==> src/hw/rtl/assert_macros.svh <==
// Assertion macros shared by the k-mer counter RTL.
`ifndef ASSERT_MACROS_SVH
`define ASSERT_MACROS_SVH

// Check a property on every rising edge of clk outside reset.
`define KMCH_ASSERT(lbl, prop, msg) \
    lbl: assert property (@(posedge clk) disable iff (!rst_n) (prop)) else $error(msg);

// Check that a condition implies a consequence in the same cycle.
`define KMCH_ASSERT_IMPL(lbl, ante, cons, msg) \
    lbl: assert property (@(posedge clk) disable iff (!rst_n) (ante) |-> (cons)) \
        else $error(msg);

`endif

==> src/hw/rtl/kmch_ram.sv <==
// Generic single-port RAM with registered read data.
module kmch_ram #(
    parameter int WIDTH = 8,
    parameter int DEPTH = 16,
    localparam int AW   = (DEPTH > 1) ? $clog2(DEPTH) : 1
) (
    input  logic             clk,
    input  logic             we,
    input  logic [AW-1:0]    addr,
    input  logic [WIDTH-1:0] wdata,
    output logic [WIDTH-1:0] rdata
);

    logic [WIDTH-1:0] mem [DEPTH];

    always_ff @(posedge clk)
    begin
        if (we)
        begin
            mem[addr] <= wdata;
        end
        rdata <= mem[addr];
    end

endmodule

==> config.mk <==
export PLATFORM = sky130hd
export DESIGN_NAME = kmch_ram
export DESIGN_NICKNAME = d
export VERILOG_FILES = /design/src/hw/rtl/assert_macros.svh /design/src/hw/rtl/kmch_ram.sv
export SDC_FILE = /design/constraint.sdc
export NUM_CORES = 1
export LEC_CHECK = 0
export BUFFER_PORTS_ARGS = -buffer_cell sky130_fd_sc_hd__buf_2
export CORE_UTILIZATION = 60
export CTS_CLUSTER_SIZE = 14
export DETAILED_ROUTE_END_ITERATION = 10
export PLACE_DENSITY = 0.88
export SYNTH_ARGS = -nofsm -noshare
export SYNTH_HDL_FRONTEND = slang
export SYNTH_SLANG_ARGS = --single-unit
==> constraint.sdc <==
create_clock -name clk -period 3.8 [get_ports clk]
set_input_delay 0.76 -clock clk [delete_from_list [all_inputs] [get_ports clk]]
set_output_delay 0.76 -clock clk [all_outputs]
set_load 0.01 [all_outputs]
==> flow_summary.json <==
{
  "dr.pass1.iters": 5,
  "skew_ps": 8.12,
  "fin_crit_ps": 2310,
  "die_x_microns": 93.9,
  "antennaDiodeCount": 0,
  "synth_top_area_share_pct": 75.9,
  "tightest_slew_ps": 1300,
  "p_sw_uw": 744,
  "max-cap-violations": 0,
  "first_global_vias": 2412,
  "drive_above_1_share_pct": 32.5,
  "fill_cells": 438,
  "antenna_found_initial": 0,
  "clkLatencyLatePin_ps": 530,
  "peakVddDrop_v": 0.000342,
  "crit_type": "in2reg",
  "rsz0062_at_grt": "no",
  "syn2layout_area_growth_pct": 16.1,
  "drc": 0,
  "rows": 33,
  "via_count": 2499,
  "setup_viol": 0,
  "setup_slack_ps": 1490,
  "startpoint_type": "input pin",
  "clockRootBuffer": "clkbuf_8",
  "grt_pass1_wl_microns": 15300,
  "cts_resized": 0,
  "place_area_sq_um": 5280,
  "wl_microns": 10600,
  "p_int_uw": 2760,
  "ctsHoldBuffers": 0,
  "syn_nets": 244,
  "post-cts-setup-buffers": 0,
  "drt-initial-drc-count": 329,
  "multi_input_area_sq_um": 1000,
  "cts_num_sinks": 136,
  "wire_per_inst_microns": 27.9,
  "grt_util_all_layers_pct": 26.7,
  "min_period_over_period_pct": 60.7,
  "syn_area_sq_um": 5070,
  "globalplace.congestion": 0.812,
  "powerDensity_nw_per_um2": 596,
  "cp.arrival_ps": 2460,
  "vias_per_cell": 6.54,
  "die_area_sq_um": 8820,
  "gr-total-overflow": 0,
  "tns_ps": 0,
  "synth_seq_area_share_pct": 79.0,
  "synth_common_cells": "edfxtp_1 (128), mux4_2 (32), a22oi_1 (16)",
  "synth_warnings": 0,
  "timing.fmax_ghz": 0.434,
  "ys_ff_latch": 136,
  "cts.reportedPaths.clkPinSlew_ps": 60,
  "yosysMostFrequentCell": "edfxtp_1",
  "swShare_pct": 21.2,
  "yosysTopAreaCell": "edfxtp_1",
  "ios": 22,
  "run_status": "complete, no violations",
  "whs_ps": 634,
  "grt_max_degree": 34,
  "avgSynthCellArea_sq_um": 22.0,
  "crit_path_end_kind": "flop",
  "finalNonFillerCells": 382,
  "die_h_microns": 93.9,
  "synth_cells": 230,
  "cts_buffer_depth": 2,
  "ant_nets": 0,
  "nets": 278,
  "pre_cts_ws_ps": 908,
  "ys_async_sr_fraction_pct": 0,
  "yosysUniqueCellTypes": 18,
  "path_max_fanout": 33,
  "tritoncts": "yes",
  "drv_slew": 0,
  "fp.coreArea_sq_um": 8180,
  "p_leak_uw": 0.00193,
  "hold_viol_final": 0,
  "io_buffers": 21,
  "hpwl_microns": 6040,
  "slew_headroom_pct": 12.9,
  "htreeDepth": 4,
  "combPwrFrac_pct": 4.5,
  "cts_inserted_buffers": 17,
  "hp-class": "in2reg",
  "seqPwrFrac_pct": 48.1,
  "start_util_pct": 62.0,
  "critPathRequiredTime_ps": 3950,
  "pwr-share-clk_pct": 47.4,
  "dp_cells": 350,
  "seqCellArea_sq_um": 4000,
  "yosys-top-cells-area": "edfxtp_1 (76%), mux4_2 (14%), dfxtp_1 (3.2%)",
  "synth_flop_cell": "edfxtp_1",
  "finish.instance_area_sq_um": 5880,
  "synth-edff-count": 128
}
==> area by class of cell <==
type,instances,area share [%]
Clock buffer,19,7.34
Clock inverter,13,2.89
Multi-Input combinational cell,83,17.1
Sequential cell,136,68.1
Tap cell,105,2.23
Timing Repair Buffer,26,2.42
==> cells in the final DEF, fill, tap and decap left out, drive strengths merged <==
cell type and count:
nand3 1, nor2b 2, clkinv 4, nand2b 2, nand3b 2, nand2 9
nor2 13, clkbuf 19, nor3 4, inv 3, bufinv 3, and2 1
buf 26, a22oi 16, or3b 1, edfxtp 128, clkinvlp 3, dfxtp 8
mux4 32
==> flip-flops by register name (all words and copies together), names as in the netlist <==
name and cells:
mem 128, rdata 8
==> critical path: stages <==
cell and delay, ps:
buf_2 720, nand2b_1 260, nor2_1 690
==> through the flow <==
step | power, uW | utilization, %
finish | 3510 | 72.0
global placement | 1870 | 64.6
global route | 3580 | 72.0
detailed placement | 1880 | 64.6
CTS | 3510 | 72.0
floorplan | 1810 | -
==> power groups by stage <==
stage          Clock (uW)  Combinational (uW)  Sequential [uW]
2_1_floorplan           0                86.4             1720
3_3_place_gp            0                 150             1720
3_5_place_dp            0                 156             1720
4_1_cts              1660                 158             1690
5_1_grt              1720                 167             1690
6_report             1660                 158             1690
==> cells by family (layout without fill, tap and decap cells) <==
| logic type | Yosys count | in the layout | share of synthesized area [%] |
|---|---|---|---|
| AO/OA/AOI/OAI | 16 | 16 | 2.37 |
| buffers and inverters | 11 | 58 | 1.19 |
| flip-flops | 136 | 136 | 79.0 |
| multiplexers | 32 | 32 | 14.2 |
| AND/OR/NAND/NOR | 35 | 35 | 3.21 |
==> worst paths after layout <==
check                   from          to  slack, ps  cells past startpoint
setup / recovery     addr[0]   mem[9][2]       1490                      3
hold / removal      wdata[6]  mem[15][6]        630                      1
setup reg to reg  mem[14][5]    rdata[5]       2410                      3
hold reg to reg    mem[6][4]    rdata[4]        710                      3
==> routing by layer <==
metal | part of all wire (%) | vias to the layer above | global-route usage, %
li1 | - | 1035 | -
met2 | 52 | 153 | 42.0
met3 | 7.9 | 17 | 6.31
met1 | 38 | 1294 | 35.9
met5 | 0 | - | 0
met4 | 2.1 | 0 | 11.9
Power figures use the tool's default switching activity.
