`src/hw/rtl/assert_macros.svh`:
```
// Assertion macros shared by the k-mer counter RTL.
`ifndef ASSERT_MACROS_SVH
`define ASSERT_MACROS_SVH

// Check a property on every rising edge of clk outside reset.
`define KMCH_ASSERT(lbl, prop, msg) \
    lbl: assert property (@(posedge clk) disable iff (!rst_n) (prop)) else $error(msg);

// Check that a condition implies a consequence in the same cycle.
`define KMCH_ASSERT_IMPL(lbl, ante, cons, msg) \
    lbl: assert property (@(posedge clk) disable iff (!rst_n) (ante) |-> (cons)) \
        else $error(msg);

`endif

```
`src/hw/rtl/kmch_div.sv`:
```
// Bit-serial restoring divider that returns the remainder only.
`include "assert_macros.svh"

module kmch_div #(
    parameter int DIVIDEND_W = 32,
    parameter int DIVISOR_W  = 13,
    localparam int CW        = $clog2(DIVIDEND_W + 1)
) (
    input  logic                  clk,
    input  logic                  rst_n,
    input  logic                  start,
    input  logic [DIVIDEND_W-1:0] dividend,
    input  logic [DIVISOR_W-1:0]  divisor,
    output logic                  done,
    output logic [DIVISOR_W-1:0]  remainder
);

    logic                  busy_reg;
    logic                  done_reg;
    logic [CW-1:0]         cnt_reg;
    logic [DIVIDEND_W-1:0] dvd_reg;
    logic [DIVISOR_W-1:0]  div_reg;
    logic [DIVISOR_W-1:0]  rem_reg;
    logic [DIVISOR_W:0]    trial;
    logic [DIVISOR_W:0]    diff;
    logic [DIVISOR_W-1:0]  rem_next;

    always_comb
    begin
        trial = {rem_reg, dvd_reg[DIVIDEND_W-1]};
        diff  = trial - {1'b0, div_reg};
        if (trial >= {1'b0, div_reg})
        begin
            rem_next = diff[DIVISOR_W-1:0];
        end
        else
        begin
            rem_next = trial[DIVISOR_W-1:0];
        end
    end

    always_ff @(posedge clk or negedge rst_n)
    begin
        if (!rst_n)
        begin
            busy_reg <= 1'b0;
            done_reg <= 1'b0;
            cnt_reg  <= '0;
        end
        else
        begin
            done_reg <= 1'b0;
            if (start)
            begin
                busy_reg <= 1'b1;
                cnt_reg  <= CW'(DIVIDEND_W);
            end
            else if (busy_reg)
            begin
                cnt_reg <= cnt_reg - 1'b1;
                if (cnt_reg == CW'(1))
                begin
                    busy_reg <= 1'b0;
                    done_reg <= 1'b1;
                end
            end
        end
    end

    // One quotient bit per cycle; the quotient itself is dropped.
    always_ff @(posedge clk)
    begin
        if (start)
        begin
            dvd_reg <= dividend;
            div_reg <= divisor;
            rem_reg <= '0;
        end
        else if (busy_reg)
        begin
            dvd_reg <= dvd_reg << 1;
            rem_reg <= rem_next;
        end
    end

    assign done      = done_reg;
    assign remainder = rem_reg;

    `KMCH_ASSERT_IMPL(a_rem_below_divisor, done_reg, rem_reg < div_reg,
        "remainder not below divisor")

endmodule

```
`config.mk`:
```
export PLATFORM = sky130hd
export DESIGN_NAME = kmch_div
export DESIGN_NICKNAME = d
export VERILOG_FILES = /design/src/hw/rtl/kmch_div.sv
export VERILOG_INCLUDE_DIRS = /design/src /design/src/hw/rtl
export SDC_FILE = /design/constraint.sdc
export NUM_CORES = 1
export LEC_CHECK = 0
export BUFFER_PORTS_ARGS = -buffer_cell sky130_fd_sc_hd__buf_4
export CAP_MARGIN = 25
export CORE_ASPECT_RATIO = 0.7
export CORE_MARGIN = 2
export CORE_UTILIZATION = 58
export CTS_BUF_LIST = sky130_fd_sc_hd__clkbuf_4 sky130_fd_sc_hd__clkbuf_8
export DETAILED_ROUTE_END_ITERATION = 12
export HOLD_SLACK_MARGIN = 0.12
export PLACE_DENSITY = 0.94
export SLEW_MARGIN = 10
export SYNTH_ARGS = -nofsm -noshare
export SYNTH_HDL_FRONTEND = slang
export SYNTH_SLANG_ARGS = --single-unit
```
`constraint.sdc`:
```
create_clock -name clk -period 3.03 [get_ports clk]
set_input_delay 0.909 -clock clk [delete_from_list [all_inputs] [get_ports clk]]
set_output_delay 0.909 -clock clk [all_outputs]
set_load 0.005 [all_outputs]
```
==> flow_summary.yaml <==
floorplanning:
  die_h_um: 67.55
  die_area_um2: 6402
  rows: 23
  ios: 62
  design.core.area_um2: 5640
  die_w_um: 94.78
  start_util: 0.5932
synth:
  yosys_most_used_dff: "edfxtp_1"
  synth_cells: 274
  async_reset_ff_frac: 0.1212
  netlist_top_cells_count: "edfxtp_1 (45), mux2_2 (31), inv_1 (21)"
  synth_top_area_share: 0.4039
  synth_cell_type_count: 48
  avgSynthCellArea_um2: 12.21
  yosysWarnings: 0
  syn-cell-area_um2: 3346
  ys_seq_area_frac: 0.5415
  synth_area_leaders: "edfxtp_1 (40%), mux2_2 (10%), dfxtp_1 (7.8%)"
  synth-seq-cells: 66
  synth_edf_count: 45
  yosysTopAreaCell: "edfxtp_1"
  synth_fp_nets: 338
  synth_most_common_cell: "edfxtp_1"
timing:
  finClkSkew_ns: 0.005738
  tns_ns: 0
  fin_crit_sh: 0.9459
  final.setup.worst_slack_ns: 0.1639
  finalHoldWorstSlack_ns: 0.3696
  max_slew.worst_pin.slew_ns: 0.6622
  rsz0062_at_grt: "no"
  hold_viol_final: 0
  slew_violations: 0
  fin_crit_ns: 2.866
  fmax_mhz: 348.9
  finalSetupViolations: 0
  slew_headroom: 0.5576
cells_and_area:
  final_cells: 421
  n_antenna_cell: 0
  largest_register_ffs: 32
  drive_above_1_share: 0.3439
  final_nets: 405
  fin_area_um2: 4124
  syn_to_final_growth_pct: 23.26
  fin_util: 0.7311
  n_fill_cell: 399
run_status:
  status: "completed"
run:
  cap_violations: 0
placed_design:
  dp_cells: 405
  dpl_cell_area_um2: 3892
  place.port_buffers: 61
  hpwlAfterDp_um: 4862
  routabilityCongestion: 0.9326
  dp_slack_ns: 0.07172
clocking:
  clock-sinks: 66
  post-cts-setup-buffer-count: 0
  clock_latency_ns: 0.34
  cts_tree: "done"
  htree_levels: 3
  numCtsBuffers: 9
  path_clk_slew_ns: 0.08
  root_buffer: "clkbuf_8"
  cts.path.max_buffers: 2
pwr:
  p_switching_mw: 1.037
  leakage_nw: 1.773
  p_int_mw: 2.133
  p_sw_frac: 0.3271
  seq_power_share: 0.402
  vdd_drop_max_mv: 0.4879
  combinationalPowerShare: 0.337
  power.density_nw_per_um2: 768.7
  pwr-share-clk: 0.260
  finalPower_mw: 3.170
global_route:
  grt_pass1_vias: 2296
  grtUsageTotal: 0.2351
  grt_pass1_wl_um: 11070
  grt_max_degree: 33
  overflow: 0
  antenna_found_initial: 0
worst_setup_path:
  cp-end-kind: "register"
  arrival_ns: 3.15
  cp.required_ns: 3.31
  critPathMaxFanout: 15
  crit_path_start_kind: "register"
  startpoint: "div_reg[0]"
  critPathKind: "register to register"
  crit-reg2reg-launch: "div_reg[0]"
drt:
  routed_wirelength_um: 7068
  routed_via_density: 5.812
  vias: 2447
  wl_per_cell_um: 16.79
  first_iter_violations: 212
  final_antenna_net_count: 0
  drc: 0
  drt_first_pass_iters: 5
hold_path:
  hold_path_class: "input port to asynchronous set/reset pin"
==> power by group through the flow <==
stage          Clock, mW  Combinational (mW)  Sequential, mW
2_1_floorplan          0               0.721            1.26
3_3_place_gp           0               0.976            1.28
3_5_place_dp           0                1.02            1.29
4_1_cts            0.831                1.05            1.27
5_1_grt            0.874                1.16            1.30
6_report           0.825                1.07            1.28
==> worst paths after layout <==
path	to	slack [ns]	depth (start not counted)
hold reg to reg	remainder[8]	0.50	2
min in group clk	remainder[8]	0.50	2
hold / removal	busy_reg	0.37	1
max in group asynchronous	done	2.53	1
setup reg to reg	remainder[12]	0.16	9
setup / recovery	remainder[12]	0.16	9
==> final cells by class <==
| class | instances | area, µm² | share of cell area |
|---|---|---|---|
| flip-flops and latches | 66 | 1812 | 0.4393 |
| multi-input cells | 176 | 1411 | 0.3422 |
| repair buffers | 67 | 503.0 | 0.1220 |
| clock buffers | 9 | 123.9 | 0.03004 |
| clock inverters | 7 | 101.3 | 0.02458 |
| well taps | 75 | 93.84 | 0.02275 |
| inverters | 21 | 78.83 | 0.01911 |
==> placed cells by master (no fill, tap or decap), types with 4 or more instances in the layout <==
cell type   n
mux2_2     31
dfrtp_1     8
nor2b_1     4
edfxtp_1   45
xnor2_1     7
mux2i_1     6
o311ai_0    5
o21ai_0     6
ha_1       15
a21oi_1     6
clkbuf_8    9
nand3_1    11
inv_1      21
nand2b_1    5
dfxtp_1    13
nand2_1    15
nor2_1     16
buf_4      67
xor2_1      5
==> worst max-delay path: stages (launching register included) <==
cell,delay [ns]
edfxtp_1,0.41
ha_1,0.23
fa_1,0.42
nor2b_1,0.20
o21ai_0,0.19
a311oi_2,0.32
a2111oi_4,0.10
buf_4,0.21
or4b_2,0.64
nand3_1,0.10
==> cells by family after synthesis <==
logic type / Yosys count / share of synthesized area
and+or+nand+nor: 71 / 0.1096
DFF: 66 / 0.5415
AOI/OAI and AO/OA: 40 / 0.09461
muxes: 37 / 0.1223
buffers and inverters: 32 / 0.03852
adders and majority gates: 16 / 0.06208
xor gates and xnor gates: 12 / 0.03141
==> timing repair <==
| item | in CTS | in global routing |
|---|---|---|
| endpoints found under the hold margin | 0 | 0 |
| endpoints found under the setup margin | 0 | 1 |
| hold buffers | 0 | 0 |
| gates resized for setup | 0 | 1 |
==> layer usage <==
layer | GRT usage | wire length, µm | vias up
li1 | - | - | 1146
met1 | 0.3163 | 3048 | 1169
met2 | 0.3723 | 3382 | 119
met3 | 0.07366 | 529 | 13
met4 | 0.06703 | 108 | 0
met5 | 0 | 0 | -
Note: power is estimated with default switching activity, not from simulation.
