`config.mk`:
```
export PLATFORM = sky130hd
export DESIGN_NAME = kmch_accum
export DESIGN_NICKNAME = d
export VERILOG_FILES = /design/src/hw/rtl/assert_macros.svh /design/src/hw/rtl/kmch_pkg.sv /design/src/hw/rtl/kmch_accum.sv
export SDC_FILE = /design/constraint.sdc
export NUM_CORES = 1
export LEC_CHECK = 0
export ABC_CLOCK_PERIOD_IN_PS = 6400
export BUFFER_PORTS_ARGS = -buffer_cell sky130_fd_sc_hd__buf_2
export CORE_ASPECT_RATIO = 1.25
export CORE_UTILIZATION = 30
export CTS_CLUSTER_SIZE = 40
export DETAILED_ROUTE_END_ITERATION = 10
export PLACE_DENSITY = 0.54
export SETUP_SLACK_MARGIN = 0.15
export SLEW_MARGIN = 5
export SYNTH_ARGS = -nofsm -noshare
export SYNTH_HDL_FRONTEND = slang
export SYNTH_SLANG_ARGS = --single-unit
```
`constraint.sdc`:
```
create_clock -name clk -period 6.4 [get_ports clk]
set_input_delay 1.28 -clock clk [delete_from_list [all_inputs] [get_ports clk]]
set_output_delay 1.28 -clock clk [all_outputs]
set_load 0.03 [all_outputs]
```
`src/hw/rtl/assert_macros.svh`:
```
// Assertion macros shared by the k-mer counter RTL.
`ifndef ASSERT_MACROS_SVH
`define ASSERT_MACROS_SVH

// Check a property on every rising edge of clk outside reset.
`define KMCH_ASSERT(lbl, prop, msg) \
    lbl: assert property (@(posedge clk) disable iff (!rst_n) (prop)) else $error(msg);

// Check that a condition implies a consequence in the same cycle.
`define KMCH_ASSERT_IMPL(lbl, ante, cons, msg) \
    lbl: assert property (@(posedge clk) disable iff (!rst_n) (ante) |-> (cons)) \
        else $error(msg);

`endif

```
`src/hw/rtl/kmch_pkg.sv`:
```
// Shared constants, types and base encoding for the k-mer count hash table.
package kmch_pkg;

    localparam int DEFAULT_TABLE_SLOTS  = 4096;
    localparam int DEFAULT_MAX_KMER_LEN = 31;

    localparam int CFG_W      = 13;
    localparam int CHAR_W     = 8;
    localparam int ADD_W      = 16;
    localparam int HASH_W     = 32;
    localparam int CNT_W      = 32;
    localparam int OUT_SLOT_W = 13;
    localparam int OUT_DIST_W = 13;

    localparam logic [CFG_W-1:0]  SLOTS_RESET = 13'd4096;
    localparam logic [HASH_W-1:0] HASH_MULT   = 32'd65599;

    localparam logic [CHAR_W-1:0] CHAR_A = 8'h41;
    localparam logic [CHAR_W-1:0] CHAR_C = 8'h43;
    localparam logic [CHAR_W-1:0] CHAR_G = 8'h47;
    localparam logic [CHAR_W-1:0] CHAR_N = 8'h4E;
    localparam logic [CHAR_W-1:0] CHAR_T = 8'h54;

    localparam logic [1:0] CODE_A = 2'd0;
    localparam logic [1:0] CODE_G = 2'd1;
    localparam logic [1:0] CODE_C = 2'd2;
    localparam logic [1:0] CODE_T = 2'd3;

    typedef enum logic {
        MODE_INSERT = 1'b0,
        MODE_SEARCH = 1'b1
    } mode_t;

    // A and N map to zero, as does any byte that is not a nucleotide.
    function automatic logic [1:0] base_code(input logic [CHAR_W-1:0] ch);
        logic [1:0] code;
        case (ch)
            CHAR_G:  code = CODE_G;
            CHAR_C:  code = CODE_C;
            CHAR_T:  code = CODE_T;
            CHAR_A:  code = CODE_A;
            CHAR_N:  code = CODE_A;
            default: code = CODE_A;
        endcase
        return code;
    endfunction

endpackage

```
`src/hw/rtl/kmch_accum.sv`:
```
// Rolling hash and 2-bit base packing for the k-mer being streamed in.
module kmch_accum
    import kmch_pkg::*;
#(
    parameter int MAX_KMER_LEN = DEFAULT_MAX_KMER_LEN,
    localparam int KEY_W       = 2 * MAX_KMER_LEN + 1,
    localparam int PW          = $clog2(MAX_KMER_LEN + 1)
) (
    input  logic              clk,
    input  logic              rst_n,
    input  logic              accept,
    input  logic              clear,
    input  logic [CHAR_W-1:0] base_char,
    output logic [HASH_W-1:0] hash,
    output logic [KEY_W-1:0]  key
);

    logic [HASH_W-1:0]         hash_reg;
    logic [HASH_W-1:0]         hash_next;
    logic [2*MAX_KMER_LEN-1:0] packed_reg;
    logic [2*MAX_KMER_LEN-1:0] packed_next;
    logic [PW-1:0]             pos_reg;
    logic [PW-1:0]             pos_next;
    logic [1:0]                code;

    always_comb
    begin
        code        = base_code(base_char);
        hash_next   = hash_reg * HASH_MULT + HASH_W'(base_char);
        packed_next = packed_reg;
        pos_next    = pos_reg;
        // Bytes past the maximum length still hash but are not packed.
        if (pos_reg < PW'(MAX_KMER_LEN))
        begin
            pos_next = pos_reg + 1'b1;
            for (int i = 0; i < MAX_KMER_LEN; i++)
            begin
                if (pos_reg == PW'(i))
                begin
                    packed_next[2*i +: 2] = packed_reg[2*i +: 2] | code;
                end
            end
        end
    end

    always_ff @(posedge clk or negedge rst_n)
    begin
        if (!rst_n)
        begin
            hash_reg   <= '0;
            packed_reg <= '0;
            pos_reg    <= '0;
        end
        else if (clear)
        begin
            hash_reg   <= '0;
            packed_reg <= '0;
            pos_reg    <= '0;
        end
        else if (accept)
        begin
            hash_reg   <= hash_next;
            packed_reg <= packed_next;
            pos_reg    <= pos_next;
        end
    end

    assign hash = hash_reg;
    assign key  = KEY_W'(packed_reg) + 1'b1;

endmodule

```
==> run summary, run 1 <==
=========================================================================================
Horiz. Die Dim                                                                     175 um
H-tree lvl count                                                                        3
Post-synthesis sequential area ratio                                                22.1%
P&R area growth vs syn                                                              12.7%
Cell total after placement                                                           1760
Ranking of synthesized cells by area                                         fa_1 23%, dfrtp_1 22%, ha_1 17%, inv_1 7.1%, xnor2_1 5.3%
Type of destination of the critical path                                        flip-flop
Critical Path, Cell by Cell                                                  buf_2 > inv_1 > fa_1 > fa_1 > inv_1 > fa_1 > ha_1 > inv_1 > fa_1 > inv_1 > ha_1 > o211ai_1 > a21oi_1 > nor4_1 > o21ai_1 > a41oi_1 > o21ai_0 > xnor2_1 > o21ai_0
Type of the setup path with the least slack                                     in -> reg
Proportion of register bits with asynchronous set or reset after synthesis           100%
Crit-path max cell delay                                                          0.53 ns
Maximum buffer depth of the clock tree                                                  2
Final cell count without fillers                                                     1776
Most frequently used flop master after synthesis                                  dfrtp_1
Num rows                                                                               78
Largest fanout on the critical path                                                     4
Final hold violation count                                                              0
Cell accounting for the most synthesized area                                        fa_1
Worst-path clk slew                                                               0.07 ns
Syn nets                                                                             1476
Max FFs per register                                                                   62
Number of clock sinks                                                                  99
Final worst clock skew                                                         0.00603 ns
I/O pin count                                                                         107
Number of flops mapped to enable cells by yosys                                         0
Area of the die                                                                 38100 um2
Wire length per cell                                                              15.9 um
Unique cell type count in the Yosys netlist                                            57
Number of global-route vias before repair                                            8733
Sum of negative setup slack                                                          0 ns
Total buffers and inverters traversed by the critical path                              5
Antenna Nets Post-Route                                                                 0
Area fraction of the dominant cell type after synthesis                             22.5%
Number of max-capacitance violations reported                                           0
Worst slack on hold paths                                                        0.500 ns
Residual overflow from global routing                                                   0
Detailed-route via count                                                             8351
Fraction of the core area covered by cells at the end of the flow                   34.6%
Insertion delay to the later sink of the worst-skew pair                          0.35 ns
Type of element launching the critical path                                    input port
Total wire length after detailed routing                                         28300 um
Max transition margin                                                               26.8%
Most frequent cell after synthesis                                                  inv_1
Max-slew violations                                                                     0
Final-report setup violation count                                                      0
Syn avg cell area                                                                9.42 um2
Post-cts hold buffer count                                                              0
Share of final-layout standard cells stronger than drive strength 1                 11.5%
Mapped Cells                                                                         1189
TritonCTS clock tree                                                                  yes
Commonest cells post-synth                                                   211 x inv_1, 149 x ha_1, 126 x fa_1
Setup repair after global routing missed its margin                                    no
Dpl hpwl                                                                         22700 um
Number of antenna violations at the first check in global routing                       1
PortBufs                                                                              106
Final weighted congestion in routability-driven placement                           0.830
Vertical die dimension                                                             218 um
Minimum clock period after layout                                                 5.76 ns
Fmax                                                                            0.174 GHz
Number of buffers created by CTS                                                        9
Number of diodes added for antenna fixing                                               0
Arrival time at the worst endpoint                                                6.03 ns
Number of optimization iterations in the first detailed-route pass                      4
Critical-path top delay cell                                                         fa_1
Pin count of the biggest net entering global routing                                   53
Root Driver                                                                     clkbuf_16
Overall Global Routing Usage                                                        15.7%
Required time of the worst setup path                                             6.67 ns
Outcome                                                                      finished clean
Core region area                                                                36500 um2
Post-cts repair resize count                                                            0
CP delay by family, top                                                       adder cells
Number of DRC violations after detailed routing                                         0
Slew @ Worst Pin                                                                  1.09 ns
Yosys warnings                                                                          0
Count of routing violations after the opening detailed-route iteration                347
Synth Register Bits                                                                    99
Path category of the worst min-delay check                                     reg -> reg
Number of vias per cell                                                              4.70
Number of nets in the layout                                                         1578
Final critical-path share of the clock period                                       90.0%
Effective utilization at floorplan                                                  30.7%
Post-Synthesis Cell Area                                                        11200 um2
Setup fix buffers added after clock tree synthesis                                      0
Global-route wire length before repair                                           47100 um
=========================================================================================
area by class of cell:
| type | instances | area (um2) |
|---|---|---|
| Fill cell | 3813 | 23900 |
| Multi-Input combinational cell | 851 | 7810 |
| Sequential cell | 99 | 2480 |
| Inverter | 211 | 792 |
| Timing Repair Buffer | 119 | 631 |
| Tap cell | 480 | 601 |
| Clock buffer | 10 | 229 |
| Clock inverter | 6 | 72.6 |
final timing paths:
kind                                 from        endpoint  slack, ns  cells after the start
max                          base_char[7]        hash[30]       0.64                     19
min                        packed_reg[54]  packed_reg[54]       0.50                      2
max reg2reg                      hash[15]        hash[31]       1.01                     17
min reg2reg                packed_reg[54]  packed_reg[54]       0.50                      2
max in group asynchronous           rst_n        hash[19]       4.32                      2
min in group asynchronous           rst_n  packed_reg[42]       0.93                      1
per-stage QoR:
| stage | area (um2) | setup slack, ns |
|---|---|---|
| 2_1_floorplan | 11200 | 0.838 |
| 3_3_place_gp | 12300 | 0.296 |
| 3_5_place_dp | 12300 | 0.241 |
| 4_1_cts | 12600 | 0.606 |
| 5_1_grt | 12600 | 0.241 |
| 6_report | 12600 | 0.641 |
layer usage:
metal  vias to the layer above  track usage, %  part of all wire, %
li1                       4052               -                    -
met1                      4122            19.2                   43
met2                       148            29.0                   52
met3                        27            1.66                  3.0
met4                         2            4.32                  2.1
met5                         -               0                0.046
placed cells by master (no fill, tap or decap), types with 8 or more instances in the layout:
| cell | count |
|---|---|
| a21o_1 | 8 |
| a21oi_1 | 85 |
| and3_1 | 15 |
| buf_2 | 105 |
| buf_4 | 14 |
| clkbuf_16 | 9 |
| dfrtp_1 | 99 |
| fa_1 | 126 |
| ha_1 | 149 |
| inv_1 | 211 |
| mux2i_1 | 19 |
| nand2_1 | 55 |
| nand2b_1 | 14 |
| nand3_1 | 27 |
| nand4_1 | 17 |
| nor2_1 | 124 |
| nor2b_1 | 10 |
| nor3_1 | 14 |
| o211ai_1 | 9 |
| o21ai_0 | 21 |
| xnor2_1 | 68 |
| xor2_1 | 28 |
logic make-up (layout without fill, tap and decap cells):
family,after synthesis,count (layout),share of synthesized area [%]
buffers and inverters,239,346,8.09
AND/OR/NAND/NOR,309,309,13.4
adder cells (fa/ha/maj),275,275,39.2
XOR/XNOR,96,96,7.51
AO/OA/AOI/OAI,150,150,7.77
flip-flops,99,99,22.1
multiplexers,21,21,1.90
tightest hold or removal path: stages, from the launching register on:
cell	delay, ns
dfrtp_1	0.35
a21oi_1	0.04
nor2_1	0.07
Power of run 1 is not shown: default switching activity piles up to over one toggle a cycle in this logic, so the estimate is an artifact.
==> run 2, diff against run 1 <==
--- a/config.mk
+++ b/config.mk
@@ -5,7 +5,7 @@
 export SDC_FILE = /design/constraint.sdc
 export NUM_CORES = 1
 export LEC_CHECK = 0
-export ABC_CLOCK_PERIOD_IN_PS = 6400
+export ABC_CLOCK_PERIOD_IN_PS = 5300
 export BUFFER_PORTS_ARGS = -buffer_cell sky130_fd_sc_hd__buf_2
 export CORE_ASPECT_RATIO = 1.25
 export CORE_UTILIZATION = 30
==> constraint.sdc (replaced) <==
create_clock -name clk -period 5.3 [get_ports clk]
set_input_delay 1.06 -clock clk [delete_from_list [all_inputs] [get_ports clk]]
set_output_delay 1.06 -clock clk [all_outputs]
set_load 0.03 [all_outputs]
==> run 2 against run 1 <==
Design area is 5.5% higher; final cell count is 3.3% higher; register-to-register slack worse by 0.78 ns; core utilization is 1.9 points higher; global-route usage hardly changed; sequential share of layout area is 0.94 points lower; clock skew is 0.0030 ns higher; count of clock-buffer cells in the layout stayed put; flip-flop and latch count stayed put; critical path depth is 4 higher; critical path type unchanged.
==> run summary, run 2 (synthesis results as in run 1) <==
=====================================================================================
Overall Global Routing Usage                                                    15.7%   +0.042 points
Required time of the worst setup path                                         5.52 ns   -1.15 ns
Number of optimization iterations in the first detailed-route pass                  5   +1
Critical-path top delay cell                                                     fa_1
Path category of the worst min-delay check                                 reg -> reg
Max FFs per register                                                               62   unchanged
Insertion delay to the later sink of the worst-skew pair                      0.35 ns   about the same
Detailed-route via count                                                         8606   +3.1%
Outcome                                                                  finished clean
Final critical-path share of the clock period                                   96.8%
P&R area growth vs syn                                                          18.9%
Number of vias per cell                                                          4.69   -0.21%
Max transition margin                                                           29.3%   +2.6 points
Number of clock sinks                                                              99   unchanged
Setup repair after global routing missed its margin                               yes
Antenna Nets Post-Route                                                             0   unchanged
Final-report setup violation count                                                  0   unchanged
Fmax                                                                        0.195 GHz
I/O pin count                                                                     107   unchanged
Number of global-route vias before repair                                        8964   +2.6%
Number of DRC violations after detailed routing                                     0   unchanged
Root Driver                                                                 clkbuf_16
Minimum clock period after layout                                             5.13 ns
Final weighted congestion in routability-driven placement                       0.848   +2.1%
Global-route wire length before repair                                       47300 um   +0.41%
Arrival time at the worst endpoint                                            5.35 ns   -0.68 ns
Type of the setup path with the least slack                                 in -> reg
Total wire length after detailed routing                                     28900 um   +2.0%
PortBufs                                                                          106   unchanged
Type of element launching the critical path                                input port
Post-cts hold buffer count                                                          0   unchanged
Wire length per cell                                                          15.7 um   -1.2%
H-tree lvl count                                                                    3   unchanged
Residual overflow from global routing                                               0   unchanged
Number of nets in the layout                                                     1636   +3.7%
Dpl hpwl                                                                     23400 um   +3.1%
Largest fanout on the critical path                                                 3   -1
Number of diodes added for antenna fixing                                           0   unchanged
Most frequent cells in the layout                                        201 x inv_1, 144 x ha_1, 124 x nor2_1, 124 x fa_1, 102 x buf_2
Num rows                                                                           78   unchanged
Cell mode on critical path                                                      inv_2
Maximum buffer depth of the clock tree                                              2   unchanged
Area of the die                                                             38100 um2   unchanged
Reg-to-reg setup timing slack                                                 0.23 ns   -0.78 ns
Horiz. Die Dim                                                                 175 um   unchanged
Pin count of the biggest net entering global routing                               66   +25%
Type of destination of the critical path                                    flip-flop
Commonest non-fill, non-tap cell in the layout                                  inv_1
Number of buffers created by CTS                                                    9   unchanged
Final hold violation count                                                          0   unchanged
Vertical die dimension                                                         218 um   unchanged
Max-slew violations                                                                 0   unchanged
Core region area                                                            36500 um2   unchanged
Number of max-capacitance violations reported                                       0   unchanged
Crit-path max cell delay                                                      0.49 ns   -0.04 ns
Effective utilization at floorplan                                              30.7%   unchanged
Worst-path clk slew                                                           0.08 ns   about the same
Count of routing violations after the opening detailed-route iteration            277   -20%
Slew @ Worst Pin                                                              1.05 ns   -0.0381 ns
TritonCTS clock tree                                                              yes
Critical Path, Cell by Cell                                              buf_8 > inv_4 > fa_1 > inv_2 > fa_1 > ha_1 > ha_1 > inv_2 > fa_1 > inv_2 > ha_4 > buf_4 > inv_2 > fa_2 > nand2b_4 > a21oi_4 > nor4_2 > buf_4 > o21ai_4 > a41oi_4 > o21bai_1 > xnor2_1 > o21ai_1
Share of final-layout standard cells stronger than drive strength 1             18.8%   +7.3 points
CP delay by family, top                                                   adder cells
Number of antenna violations at the first check in global routing                   1   unchanged
Worst slack on hold paths                                                    0.501 ns   +0.00109 ns
Total buffers and inverters traversed by the critical path                          8   +3
Final worst clock skew                                                     0.00906 ns   +0.00303 ns
=====================================================================================
-- run 2: cell types whose count changed in the layout (fill, tap and decap cells not counted), sizes merged --
cell / delta
bufinv: -1
clkinv: +1
buf: +58
-- run 2: per-layer routing --
metal | global-route usage (%) | vias to the layer above | routed length [um] | part of all wire (%)
li1 | - | 4165 | - | -
met1 | 19.0 | 4243 | 12600 | 44
met2 | 28.5 | 157 | 14600 | 50
met3 | 2.16 | 39 | 889 | 3.1
met4 | 5.19 | 2 | 824 | 2.9
met5 | 0 | - | 13 | 0.045
-- run 2: worst reg2reg max path: cells and delay by family, from the launching register on --
kind / cells / cell delay [ns]
buffers and inverters: 3 / 0.26
multiplexers: 1 / 0.32
adder cells (fa/ha/maj): 7 / 2.90
flip-flops: 1 / 0.50
AO/OA/AOI/OAI: 2 / 0.36
AND/OR/NAND/NOR: 4 / 0.66
-- run 2: per-stage QoR --
| step | cells | TNS (ns) | instance area [um2] | util (%) | setup slack, ns |
|---|---|---|---|---|---|
| after global routing | 1834 | -0.0658 | 13300 | 36.5 | -0.0374 |
| after CTS | 1824 | 0 | 13100 | 35.9 | 0.136 |
| final | 1834 | 0 | 13300 | 36.5 | 0.171 |
| after floorplan | 1189 | 0 | 11300 | - | 0.143 |
| after detailed placement | 1807 | -4.45 | 12800 | 35.0 | -0.474 |
| after global placement | 1807 | -4.56 | 12800 | 35.0 | -0.508 |
-- run 2: final cells by class --
class                   count  area (um2)
clock buffers              10         229
inverters                 211         795
clock inverters             6        50.0
multi-input cells         851        8040
repair buffers            177        1110
flip-flops and latches     99        2490
fillers                  3698       23200
well taps                 480         601
-- run 2: what timing repair did --
action | in CTS | in global routing
pin swaps | 18 | 36
gates resized for setup | 14 | 42
endpoints found under the setup margin | 11 | 15
buffers inserted | 1 | 10
-- run 2: path summary, 6_finish.rpt --
check                                    start             end  cells after the start
worst min-delay path            packed_reg[54]  packed_reg[54]                      2
worst max-delay path              base_char[4]        hash[28]                     23
worst min register to register  packed_reg[54]  packed_reg[54]                      2
max in group asynchronous                rst_n        hash[12]                      2
worst max register to register        hash[15]        hash[31]                     17
min in group asynchronous                rst_n  packed_reg[46]                      1
Power of run 2 is left out for the same reason.
==> run 3, diff against run 2 <==
--- a/config.mk
+++ b/config.mk
@@ -12,7 +12,7 @@
 export CTS_CLUSTER_SIZE = 40
 export DETAILED_ROUTE_END_ITERATION = 10
 export PLACE_DENSITY = 0.54
-export SETUP_SLACK_MARGIN = 0.15
+export SETUP_SLACK_MARGIN = 0.5
 export SLEW_MARGIN = 5
 export SYNTH_ARGS = -nofsm -noshare
 export SYNTH_HDL_FRONTEND = slang
==> run 3 against run 2 <==
Clock skew is 0.0010 ns higher; setup slack improved by 0.11 ns; maximum frequency rose by 2.2%.
==> run summary, run 3 (synthesis results as in run 1) <==
=====================================================================================
Hold Path Origin                                                         packed_reg[54]
Commonest non-fill, non-tap cell in the layout                                  inv_1
Count of routing violations after the opening detailed-route iteration            404   +46%
Number of max-capacitance violations reported                                       0   unchanged
Final weighted congestion in routability-driven placement                       0.827   -2.4%
Maximum buffer depth of the clock tree                                              2   unchanged
End of the worst register-to-register path                                   hash[29]
Vertical die dimension                                                         218 um   unchanged
Final hold violation count                                                          0   unchanged
Worst hold path stage count                                                         2   unchanged
Required time of the worst setup path                                         5.56 ns   +0.04 ns
TritonCTS clock tree                                                              yes
Overall Global Routing Usage                                                    15.8%   +0.099 points
Pin count of the biggest net entering global routing                               65   -1.5%
Number of global-route vias before repair                                        8949   -0.17%
Max FFs per register                                                               62   unchanged
Num rows                                                                           78   unchanged
Reg-to-reg setup timing slack                                                 0.29 ns   +0.06 ns
Wire length per cell                                                          15.7 um   about the same
Number of vias per cell                                                          4.70   +0.24%
Detailed-route via count                                                         8678   +0.84%
Area of the die                                                             38100 um2   unchanged
Residual overflow from global routing                                               0   unchanged
Insertion delay to the later sink of the worst-skew pair                      0.36 ns   about the same
Sum of negative setup slack                                                      0 ns   unchanged
Outcome                                                                  finished clean
Number of clock sinks                                                              99   unchanged
Arrival time at the worst endpoint                                            5.27 ns   -0.08 ns
Logic depth of the worst register-to-register path                                 19   +2
Number of DRC violations after detailed routing                                     0   unchanged
Final setup slack of the worst path                                          0.282 ns   +0.111 ns
Path category of the worst min-delay check                                 reg -> reg
Fmax                                                                        0.199 GHz   +2.2%
Launch point of the critical path                                        base_char[7]
Antenna Nets Post-Route                                                             0   unchanged
Type of destination of the critical path                                    flip-flop
Largest fanout on the critical path                                                 3   unchanged
PortBufs                                                                          106   unchanged
Share of final-layout standard cells stronger than drive strength 1             20.2%   +1.5 points
Horiz. Die Dim                                                                 175 um   unchanged
H-tree lvl count                                                                    3   unchanged
P&R area growth vs syn                                                          20.5%
Number of nets in the layout                                                     1646   +0.61%
Post-cts hold buffer count                                                          0   unchanged
Type of the setup path with the least slack                                 in -> reg
Global-route wire length before repair                                       47600 um   +0.52%
Max transition margin                                                           22.5%   -6.8 points
Total wire length after detailed routing                                     29100 um   +0.59%
Worst-path clk slew                                                           0.08 ns   about the same
Most frequent cells in the layout                                        201 x inv_1, 143 x ha_1, 124 x nor2_1
Max-slew violations                                                                 0   unchanged
Dpl hpwl                                                                     23400 um   about the same
Number of optimization iterations in the first detailed-route pass                  4   -1
Pre-CTS setup slack                                                         -0.299 ns   +0.175 ns
Final critical-path share of the clock period                                   94.7%   -2.1 points
Final-report setup violation count                                                  0   unchanged
Core region area                                                            36500 um2   unchanged
Setup repair after global routing missed its margin                               yes
I/O pin count                                                                     107   unchanged
Final worst clock skew                                                      0.0101 ns   +0.00105 ns
Slew @ Worst Pin                                                              1.15 ns   +0.102 ns
Type of element launching the critical path                                input port
Number of buffers created by CTS                                                    9   unchanged
Root Driver                                                                 clkbuf_16
Number of antenna violations at the first check in global routing                   1   unchanged
Minimum clock period after layout                                             5.02 ns   -0.111 ns
Beginning of the worst register-to-register path                              hash[7]
End of the worst hold path                                               packed_reg[54]
Effective utilization at floorplan                                              30.7%   unchanged
=====================================================================================
## run 3: worst max-delay path, cell delays in order
cell and delay, ns:
buf_8 0.09, inv_8 0.02, fa_1 0.45, fa_1 0.37, inv_1 0.07, fa_1 0.41, ha_1 0.29, inv_1 0.05
fa_1 0.53, inv_1 0.06, ha_4 0.25, o211ai_1 0.13, o211ai_1 0.18, a31oi_2 0.27, a211oi_2 0.15, or4_1 0.50
o211ai_1 0.22, nand2_1 0.08, o311ai_1 0.09
## run 3: repair_timing
item,CTS,global route
resized for setup,45,14
buffers inserted,12,11
pin swaps,26,11
cloned,0,0
setup endpoints to repair,17,19
## run 3: final cells by class
| class | count | area [um2] |
|---|---|---|
| flip-flops and latches | 99 | 2490 |
| repair buffers | 187 | 1210 |
| clock buffers | 9 | 225 |
| diodes | 1 | 2.50 |
| clock inverters | 7 | 80.1 |
| fillers | 3744 | 23000 |
| multi-input cells | 851 | 8060 |
| well taps | 480 | 601 |
| inverters | 211 | 812 |
## run 3: worst max-delay path by stage
| stage | to | depth (start not counted) |
|---|---|---|
| after floorplan | hash[29] | 18 |
| after global placement | hash[29] | 19 |
| after detailed placement | hash[29] | 19 |
| after CTS | hash[31] | 19 |
| after global routing | hash[29] | 17 |
| final | hash[29] | 19 |
## run 3: metal layers
metal | routed length (um) | share of wire (%) | global-route usage (%)
met3 | 881 | 3.0 | 1.87
met4 | 660 | 2.3 | 4.58
met1 | 12800 | 44 | 20.1
met2 | 14600 | 50 | 28.1
met5 | 12 | 0.041 | 0
## run 3: metrics by stage
step / area [um2] / util [%] / hold WS, ns / std cells
floorplan: 11300 / - / 0.462 / 1189
global placement: 12800 / 35.1 / 0.477 / 1805
detailed placement: 12800 / 35.1 / 0.497 / 1805
CTS: 13300 / 36.6 / 0.516 / 1833
global route: 13500 / 36.9 / 0.540 / 1844
finish: 13500 / 37.0 / 0.505 / 1845
Power of run 3 is left out for the same reason.
